<file path="config.mk">
export PLATFORM = sky130hd
export DESIGN_NAME = rgmg_cordic_cell
export DESIGN_NICKNAME = d
export VERILOG_FILES = /design/src/rtl/core/rgmg_pkg.sv /design/src/rtl/core/rgmg_cordic_cell.sv
export SDC_FILE = /design/constraint.sdc
export NUM_CORES = 1
export LEC_CHECK = 0
export BUFFER_PORTS_ARGS = -buffer_cell sky130_fd_sc_hd__buf_2
export CORE_MARGIN = 2
export CORE_UTILIZATION = 55
export CTS_BUF_LIST = sky130_fd_sc_hd__clkbuf_4 sky130_fd_sc_hd__clkbuf_8
export DETAILED_ROUTE_END_ITERATION = 10
export HOLD_SLACK_MARGIN = 0.02
export PLACE_DENSITY_LB_ADDON = 0.25
export SYNTH_ARGS = -nofsm -noshare
export SYNTH_HDL_FRONTEND = slang
export SYNTH_SLANG_ARGS = --single-unit
</file>
<file path="constraint.sdc">
create_clock -name clk -period 8.7 [get_ports clk]
set_input_delay 0.87 -clock clk [delete_from_list [all_inputs] [get_ports clk]]
set_output_delay 0.87 -clock clk [all_outputs]
set_load 0.02 [all_outputs]
</file>
<file path="src/rtl/core/rgmg_pkg.sv">
// package for the rotation gate matrix generator
// widths, cordic arctangent constants and gate kind codes; no dependencies
package rgmg_pkg;

	localparam int ANGLE_BITS   = 16;
	localparam int FRAC_BITS    = 14;
	localparam int OUT_W        = 16;
	localparam int CORDIC_ITERS = 30;
	localparam int IDX_W        = $clog2(CORDIC_ITERS);
	localparam int XY_W         = 34;
	localparam int Z_W          = 34;
	localparam int TRIG_W       = 32;
	localparam int PROD_W       = 2 * TRIG_W;
	localparam int LANES        = 4;
	localparam int SH_SINGLE    = 30 - FRAC_BITS;
	localparam int SH_PROD      = 60 - FRAC_BITS;
	localparam logic signed [XY_W-1:0] CORDIC_GAIN = XY_W'(652032874);
	localparam logic signed [TRIG_W-1:0] ONE_Q30 = TRIG_W'(64'sd1 <<< 30);

	typedef enum logic [1:0] {
		KIND_U  = 2'd0,
		KIND_RX = 2'd1,
		KIND_RY = 2'd2,
		KIND_RZ = 2'd3
	} kind_t;

	typedef struct packed {
		logic                   vld;
		kind_t                  kind;
		logic [LANES-1:0][1:0]  quad;
	} side_t;

	// arctangent of 2^-i as a 32-bit binary angle
	function automatic logic [31:0] atan_val(input logic [IDX_W-1:0] i);
		logic [31:0] v;
		case (i)
			5'd0:  v = 32'd536870912;
			5'd1:  v = 32'd316933406;
			5'd2:  v = 32'd167458907;
			5'd3:  v = 32'd85004756;
			5'd4:  v = 32'd42667331;
			5'd5:  v = 32'd21354465;
			5'd6:  v = 32'd10679838;
			5'd7:  v = 32'd5340245;
			5'd8:  v = 32'd2670163;
			5'd9:  v = 32'd1335087;
			5'd10: v = 32'd667544;
			5'd11: v = 32'd333772;
			5'd12: v = 32'd166886;
			5'd13: v = 32'd83443;
			5'd14: v = 32'd41722;
			5'd15: v = 32'd20861;
			5'd16: v = 32'd10430;
			5'd17: v = 32'd5215;
			5'd18: v = 32'd2608;
			5'd19: v = 32'd1304;
			5'd20: v = 32'd652;
			5'd21: v = 32'd326;
			5'd22: v = 32'd163;
			5'd23: v = 32'd81;
			5'd24: v = 32'd41;
			5'd25: v = 32'd20;
			5'd26: v = 32'd10;
			5'd27: v = 32'd5;
			5'd28: v = 32'd3;
			5'd29: v = 32'd1;
			default: v = 32'd0;
		endcase
		return v;
	endfunction

endpackage

</file>
<file path="src/rtl/core/rgmg_cordic_cell.sv">
// one rotation-mode cordic iteration with its output register
// depends on rgmg_pkg
module rgmg_cordic_cell (
	input  logic                                clk,
	input  logic                                en,
	input  logic [rgmg_pkg::IDX_W-1:0]          idx,
	input  logic signed [rgmg_pkg::XY_W-1:0]    x_in,
	input  logic signed [rgmg_pkg::XY_W-1:0]    y_in,
	input  logic signed [rgmg_pkg::Z_W-1:0]     z_in,
	output logic signed [rgmg_pkg::XY_W-1:0]    x_out,
	output logic signed [rgmg_pkg::XY_W-1:0]    y_out,
	output logic signed [rgmg_pkg::Z_W-1:0]     z_out
);
	logic signed [rgmg_pkg::XY_W-1:0] x_q, y_q, xs, ys;
	logic signed [rgmg_pkg::Z_W-1:0]  z_q, at;

	assign xs = x_in >>> idx;
	assign ys = y_in >>> idx;
	assign at = rgmg_pkg::Z_W'(rgmg_pkg::atan_val(idx));

	always_ff @(posedge clk) begin
		if (en) begin
			if (!z_in[rgmg_pkg::Z_W-1]) begin
				x_q <= x_in - ys;
				y_q <= y_in + xs;
				z_q <= z_in - at;
			end else begin
				x_q <= x_in + ys;
				y_q <= y_in - xs;
				z_q <= z_in + at;
			end
		end
	end

	assign x_out = x_q;
	assign y_out = y_q;
	assign z_out = z_q;
endmodule

</file>
==> metrics.md, run 1 <==
| Metric | Value |
|---|---|
| Status | `complete, no violations` |
| Non-Filler Instances | `2343` |
| CP max-delay cell | `clkinv_1` |
| Post-synthesis cell area | `15650 sq um` |
| Die H | `172.7 microns` |
| Final ANT Viol Nets | `0` |
| Count leader, synth | `nand2_1` |
| CP endpoint kind | `flip-flop` |
| Leading area contributor after synthesis | `edfxtp_1` |
| Setup repair bufs after CTS | `0` |
| Post-synth EDFFs | `102` |
| Sequential cell area fraction in the yosys report | `0.1957` |
| Post-synth top flop | `edfxtp_1` |
| CTS tree | `yes` |
| Synth Register Bits | `102` |
| Placed Cells incl. Taps | `2327` |
| Crit Path Class | `in -> reg` |
| Pre-CTS setup slack | `approximately 1 ns` |
| Post-CTS sizing | `0` |
| Num CTS Buffers | `9` |
| Final WL | `57.89 mm` |
| Worst path top cell family by delay | `simple AND/OR/NAND/NOR gates` |
| Die area | `29830 sq um` |
| Synth top cells by count | `nand2_1, nor2_1, a21oi_1, xnor2_1, ha_1` |
| Worst path bufs/invs | `2` |
| Post-route cell area | `17160 sq um` |
| Routed len/inst | `24.71 microns` |
| Crit path from | `idx[0]` |
| Crit Path Max Fanout | `71` |
| Largest net degree at the start of global routing | `72` |
| Worst hold path class | `in -> reg` |
| Initial DRC Count | `1742` |
| Leak Pwr | `7.062 nW` |
| Min Tclk post-route | `7.259 ns` |
| Final hold violation count | `0` |
| Total GRT Usage | `0.3784` |
| RSZ-0062 raised after global routing | `false` |
| Fill cells | `~2500` |
| Final setup margin | `~1.4 ns` |
| Synth Area per Inst | `8.667 sq um` |
| First-pass GRT wire length | `88.80 mm` |
| Vias per inst | `6.778` |
| Htree depth | `3` |
| Cell variety after synth | `88` |
| Placement Rows | `61` |
| First drt pass iteration count | `6` |
| Total Power | `2.844 mW` |
| DR DRC count | `0` |
| Clk pin slew, worst setup/hold paths | `~0.12 ns` |
| Final setup TNS | `0 ns` |
| Initial Utilization | `0.5603` |
| CTS max path bufs | `2` |
| CP endpoint | `z_out[32]` |
| Max rail drop VDD | `around 190 uV` |
| Final period util | `0.8344` |
| CP max stage delay | `a little over 0.6 ns` |
| Syn Inst Count | `1806` |
| RD Place Congestion | `1.074` |
| Core Footprint | `27930 sq um` |
| Hold_buf cts | `0` |
| Critical path depth | `21` |
| Top post-synthesis cells by area | `edfxtp_1, mux4_2, ha_1, xnor2_1, a21oi_1` |
| WP data required | `about 9.0 ns` |
| Ratio of cells with drive above 1 in the final layout | `0.2092` |
| IO Pins | `211` |
| I/O Buffers | `210` |
| Final hold slack | `0.7380 ns` |
| Max Freq | `0.1378 GHz` |
| Layout net count | `2182` |
| Ant diodes | `0` |
| Placed instance area | `16960 sq um` |
| Post-Synthesis Net Count | `between 2000 and 2500` |
| Root buf cell | `clkbuf_8` |
| Ys async rst share | `0` |
| Via count | `15880` |
| Setup violations, final | `0` |
| Max-slew violations | `0` |
| Worst slew pin tran | `0.9204 ns` |
| Yosys top cell area share | `0.1957` |
| Total gr overflow | `0` |
| Vias in the first global route | `15450` |
| Synth-to-Final Area Change | `9.641%` |
| Critical-path cell list | `buf_6 -> clkinv_1 -> ha_1 -> mux4_2 -> or3_1 -> a21oi_1 -> nand4_1 -> nor4_1 -> or2_2 -> xor2_1 -> ha_1 -> o21a_1 -> o21ai_0 -> nor2_1 -> nand3_1 -> a31oi_1 -> nand3b_1 -> a31oi_1 -> a41oi_1 -> or3b_2 -> nand4_1` |
| HPWL Detailed | `about 45 mm` |
| Pwr dens | `between 150 and 200 nW/um^2` |
| Relative slew slack | `0.3827` |
| Crit path arrival time | `7.55 ns` |
| Clock Sinks | `102` |
| Yosys warnings | `0` |
| Core Util, Final | `0.6144` |
| Max Cap Viol | `0` |
| Initial antenna violation count | `1` |
| Die Wd | `172.7 microns` |
| Crit start category | `primary input` |
==> where the power goes <==
group / internal [mW] / switching, mW / leakage (nW)
Combinational: 0.666 / 1.06 / 5.96
Sequential: 0.735 / 0.0316 / 0.999
Clock: 0.137 / 0.209 / 0.104
Total: 1.54 / 1.31 / 7.06
==> layout make-up <==
type                       count  area, sq um  area share
inverter                      47        176.4     0.01028
multi-input combinational   1556        11930      0.6950
sequential                   102         3063      0.1785
clock buffer                   9        123.9    0.007218
clock inverter                 7        80.08    0.004666
timing repair buffer         244         1318     0.07677
tap                          378        473.0     0.02756
==> layout by cell type (no fill, tap or decap), types with 36 or more instances in the layout <==
| cell | netlist | layout |
|---|---|---|
| xnor2_1 | 119 | 119 |
| nor3_1 | 39 | 38 |
| nand2_1 | 159 | 159 |
| o21ai_0 | 101 | 101 |
| buf_2 | 29 | 207 |
| a31oi_1 | 38 | 38 |
| edfxtp_1 | 102 | 102 |
| buf_4 | 1 | 36 |
| inv_1 | 44 | 44 |
| a21oi_1 | 148 | 148 |
| nor2_1 | 158 | 157 |
| mux2i_1 | 57 | 57 |
| mux4_2 | 76 | 76 |
| ha_1 | 110 | 110 |
| a21o_1 | 43 | 43 |
| nand3_1 | 38 | 38 |
| xor2_1 | 59 | 59 |
| mux2_2 | 43 | 43 |
==> how the worst min path moves through the flow <==
stage	from	end	slack (ns)	cells past startpoint
3_5_place_dp	z_in[0]	z_out[0]	1.18	2
6_report	z_in[0]	z_out[0]	0.74	2
4_1_cts	z_in[0]	z_out[0]	0.73	2
2_1_floorplan	en	x_out[0]	0.98	0
5_1_grt	z_in[0]	z_out[0]	0.75	2
3_3_place_gp	z_in[0]	z_out[0]	1.17	2
==> cell families after synthesis <==
logic type / after synthesis / share of synthesized area
multiplexers: 180 / 0.1801
flip-flops: 102 / 0.1957
AO/OA/AOI/OAI: 538 / 0.2234
XOR/XNOR: 178 / 0.09960
AND/OR/NAND/NOR: 546 / 0.1659
adder cells (fa/ha/maj): 114 / 0.09241
buffers and inverters: 148 / 0.04285
==> routing by layer <==
layer | GRT usage | up-vias | share of wire
met5 | 0 | - | 0
met4 | 0.1956 | 0 | 0.056
met3 | 0.06926 | 197 | 0.083
met2 | 0.6302 | 936 | 0.47
met1 | 0.4704 | 7583 | 0.39
li1 | - | 7166 | -
==> registers in the layout (all words and copies together), names as in the netlist <==
name and count:
x_out 34, y_out 34, z_out 34
Note: power is estimated with default switching activity, not from simulation.
==> run 2: changes to the inputs <==
--- a/config.mk
+++ b/config.mk
@@ -5,6 +5,7 @@
 export SDC_FILE = /design/constraint.sdc
 export NUM_CORES = 1
 export LEC_CHECK = 0
+export ABC_AREA = 1
 export BUFFER_PORTS_ARGS = -buffer_cell sky130_fd_sc_hd__buf_2
 export CORE_MARGIN = 2
 export CORE_UTILIZATION = 55
==> constraint.sdc (replaced) <==
create_clock -name clk -period 6.5 [get_ports clk]
set_input_delay 0.65 -clock clk [delete_from_list [all_inputs] [get_ports clk]]
set_output_delay 0.65 -clock clk [all_outputs]
set_load 0.02 [all_outputs]
==> metrics.md, run 2 <==
| Metric | Value |
|---|---|
| Vias in the first global route | `between 15000 and 20000` |
| Ratio of cells with drive above 1 in the final layout | `0.1232` |
| WHS Path Cells | `2` |
| Post-synthesis xor/xnor area fraction | `0.09520` |
| Max-slew violations | `0` |
| Top post-synthesis cells by area | `edfxtp_1, nand2_1, nand3_1, ha_1, xor2_1` |
| Post-synthesis mux area share | `0` |
| Synth Area in Adders | `0.09349` |
| First-pass GRT wire length | `81.00 mm` |
| Max rail drop VDD | `196.6 uV` |
| Via count | `17600` |
| Post-route cell area | `16810 sq um` |
| Syn Inst Count | `2484` |
| Final setup TNS | `0 ns` |
| Post-synth EDFFs | `102` |
| Post-synthesis cell area | `15360 sq um` |
| RSZ-0062 raised after global routing | `false` |
| Cell variety after synth | `48` |
| Die H | `171.1 microns` |
| Final ANT Viol Nets | `0` |
| Total Power | `3.725 mW` |
| Largest family of logic cells by synthesized area | `simple AND/OR/NAND/NOR gates` |
| CP endpoint kind | `flip-flop` |
| Hold_buf cts | `0` |
| Status | `complete, no violations` |
| Yosys top cell area share | `0.1993` |
| Htree depth | `3` |
| Cell-internal power | `1.888 mW` |
| Initial antenna violation count | `1` |
| Relative slew slack | `0.4564` |
| Leading area contributor after synthesis | `edfxtp_1` |
| Ys async rst share | `0` |
| DR DRC count | `0` |
| Net Sw Frac | `0.4932` |
| First drt pass iteration count | `7` |
| Non-Filler Instances | `3026` |
| Initial DRC Count | `1890` |
| Initial Utilization | `0.5561` |
| Placement Rows | `61` |
| HPWL Detailed | `43.30 mm` |
| Final period util | `0.8365` |
| Count leader, synth | `nand2_1` |
| Layout net count | `2864` |
| RD Place Congestion | `0.9998` |
| WP data required | `6.69 ns` |
| Crit Path Max Fanout | `38` |
| Crit start category | `primary input` |
| Yosys warnings | `0` |
| Post-Synthesis Net Count | `between 2000 and 3000` |
| Root buf cell | `clkbuf_8` |
| Max Cap Viol | `0` |
| Commonest non-fill, non-tap cell in the layout | `nand2_1` |
| Pwr dens | `221.6 nW/um^2` |
| Post-synth top flop | `edfxtp_1` |
| Crit path arrival time | `5.62 ns` |
| Num CTS Buffers | `9` |
| Core Footprint | `27630 sq um` |
| Setup repair bufs after CTS | `0` |
| Clock Sinks | `102` |
| Die area | `29290 sq um` |
| Post-Synth Simple-Gate Area | `0.4061` |
| Vias per inst | `5.815` |
| Synth Area per Inst | `6.185 sq um` |
| Total gr overflow | `0` |
| Leak Pwr | `about 8.5 nW` |
| Sequential cell area fraction in the yosys report | `0.1993` |
| Routed len/inst | `17.43 microns` |
| Synth-to-Final Area Change | `9.397%` |
| Crit Path Class | `in -> reg` |
| Max Freq | `between 0.15 and 0.2 GHz` |
| Fill cells | `2834` |
| Clk pin slew, worst setup/hold paths | `0.12 ns` |
| I/O Buffers | `210` |
| Compound-Gate Fraction of Synth Area | `0.1226` |
| Die Wd | `between 150 and 200 microns` |
| Placed instance area | `16620 sq um` |
| Largest net degree at the start of global routing | `76` |
| Worst slew pin tran | `0.8142 ns` |
| Setup violations, final | `0` |
| Reg power frac | `0.276` |
| Synth top cells by count | `nand2_1, nand3_1, inv_1, nor2_1, a21oi_1` |
| Synth Register Bits | `102` |
| Post-CTS sizing | `0` |
| Final WL | `between 50 and 60 mm` |
| Net Sw Power | `1.838 mW` |
| Clk pwr share | `0.116` |
| CTS max path bufs | `2` |
| Final hold violation count | `0` |
| IO Pins | `between 200 and 250` |
| Total GRT Usage | `0.3510` |
| CTS tree | `yes` |
| Placed Cells incl. Taps | `3009` |
| Min Tclk post-route | `5.437 ns` |
| Combinational power share | `0.608` |
| Most frequent cells in the layout | `nand2_1, nand3_1, buf_2, inv_1, nor2_1` |
| Worst hold path class | `in -> reg` |
run 2: cell count changes in the layout (fill, tap and decap cells not counted), moves of 23 or more:
| cell | change |
|---|---|
| nand3_1 | +340 |
| nand2_1 | +624 |
| xnor2_1 | -60 |
| a21o_1 | -32 |
| nor2_1 | +33 |
| mux4_2 | -76 |
| mux2i_1 | -57 |
| xor2_1 | +49 |
| mux2_2 | -43 |
| nor2b_1 | -32 |
| inv_1 | +157 |
| a31oi_1 | -23 |
run 2: layer usage:
metal,vias up,global-route usage,wire [microns]
met5,-,0,0
met4,0,0.1540,2360
met3,142,0.04418,4116
met2,876,0.5826,24340
met1,7957,0.4570,21940
li1,8621,-,-
run 2: cell type report:
cell class / count / area [sq um] / area share
clock buffer: 9 / 123.9 / 0.007369
antenna: 1 / 2.502 / 0.0001489
tap: 378 / 473.0 / 0.02814
sequential: 102 / 3063 / 0.1822
inverter: 225 / 849.6 / 0.05054
multi-input combinational: 2073 / 11020 / 0.6557
clock inverter: 7 / 63.81 / 0.003796
timing repair buffer: 231 / 1211 / 0.07206
run 2: metrics by stage:
stage	setup slack (ns)	hold WS, ns	util
final	1.063	0.5400	0.6084
after CTS	1.166	0.5259	0.6083
after global routing	0.6316	0.5433	0.6084
after floorplan	1.844	0.7625	-
after global placement	0.7437	0.9705	0.6015
after detailed placement	0.7114	0.9677	0.6015
run 2: worst max-delay path: stages:
cell and delay, ns:
buf_2 0.42, inv_4 0.30, ha_1 0.39, inv_1 0.10
a21oi_1 0.11, nand2_1 0.14, o21ai_1 0.13, a31oi_1 0.23
ha_1 0.21, nand3_1 0.08, nor2_1 0.14, nand2_1 0.09
nor2_1 0.21, nor2_1 0.08, xor2_1 0.16, inv_1 0.06
ha_1 0.33, nand2_1 0.10, a21oi_1 0.05, a211oi_1 0.36
nand2_1 0.17, a21oi_1 0.30, o21ai_0 0.19, a21boi_0 0.31
o21ai_0 0.16, xor2_1 0.16
run 2: logic make-up (layout without fill, tap and decap cells):
| logic type | count (synthesis) | in the layout |
|---|---|---|
| and+or+nand+nor | 1456 | 1456 |
| AOI/OAI and AO/OA | 337 | 337 |
| buffers and inverters | 309 | 472 |
| xor gates and xnor gates | 167 | 167 |
| adders and majority gates | 113 | 113 |
| DFF | 102 | 102 |
| other | 0 | 1 |
run 2: final timing paths:
| path | startpoint | end | slack [ns] |
|---|---|---|---|
| hold / removal | z_in[0] | z_out[0] | 0.54 |
| setup / recovery | idx[1] | z_out[23] | 1.06 |
run 2: power groups by stage:
stage                     logic, mW  clock network (mW)  registers (mW)
final                          2.26               0.433            1.03
after global routing           2.49               0.452            1.05
after CTS                      2.23               0.436            1.03
after detailed placement       2.22                   0            1.05
after global placement         2.21                   0            1.04
after floorplan                1.35                   0            1.30
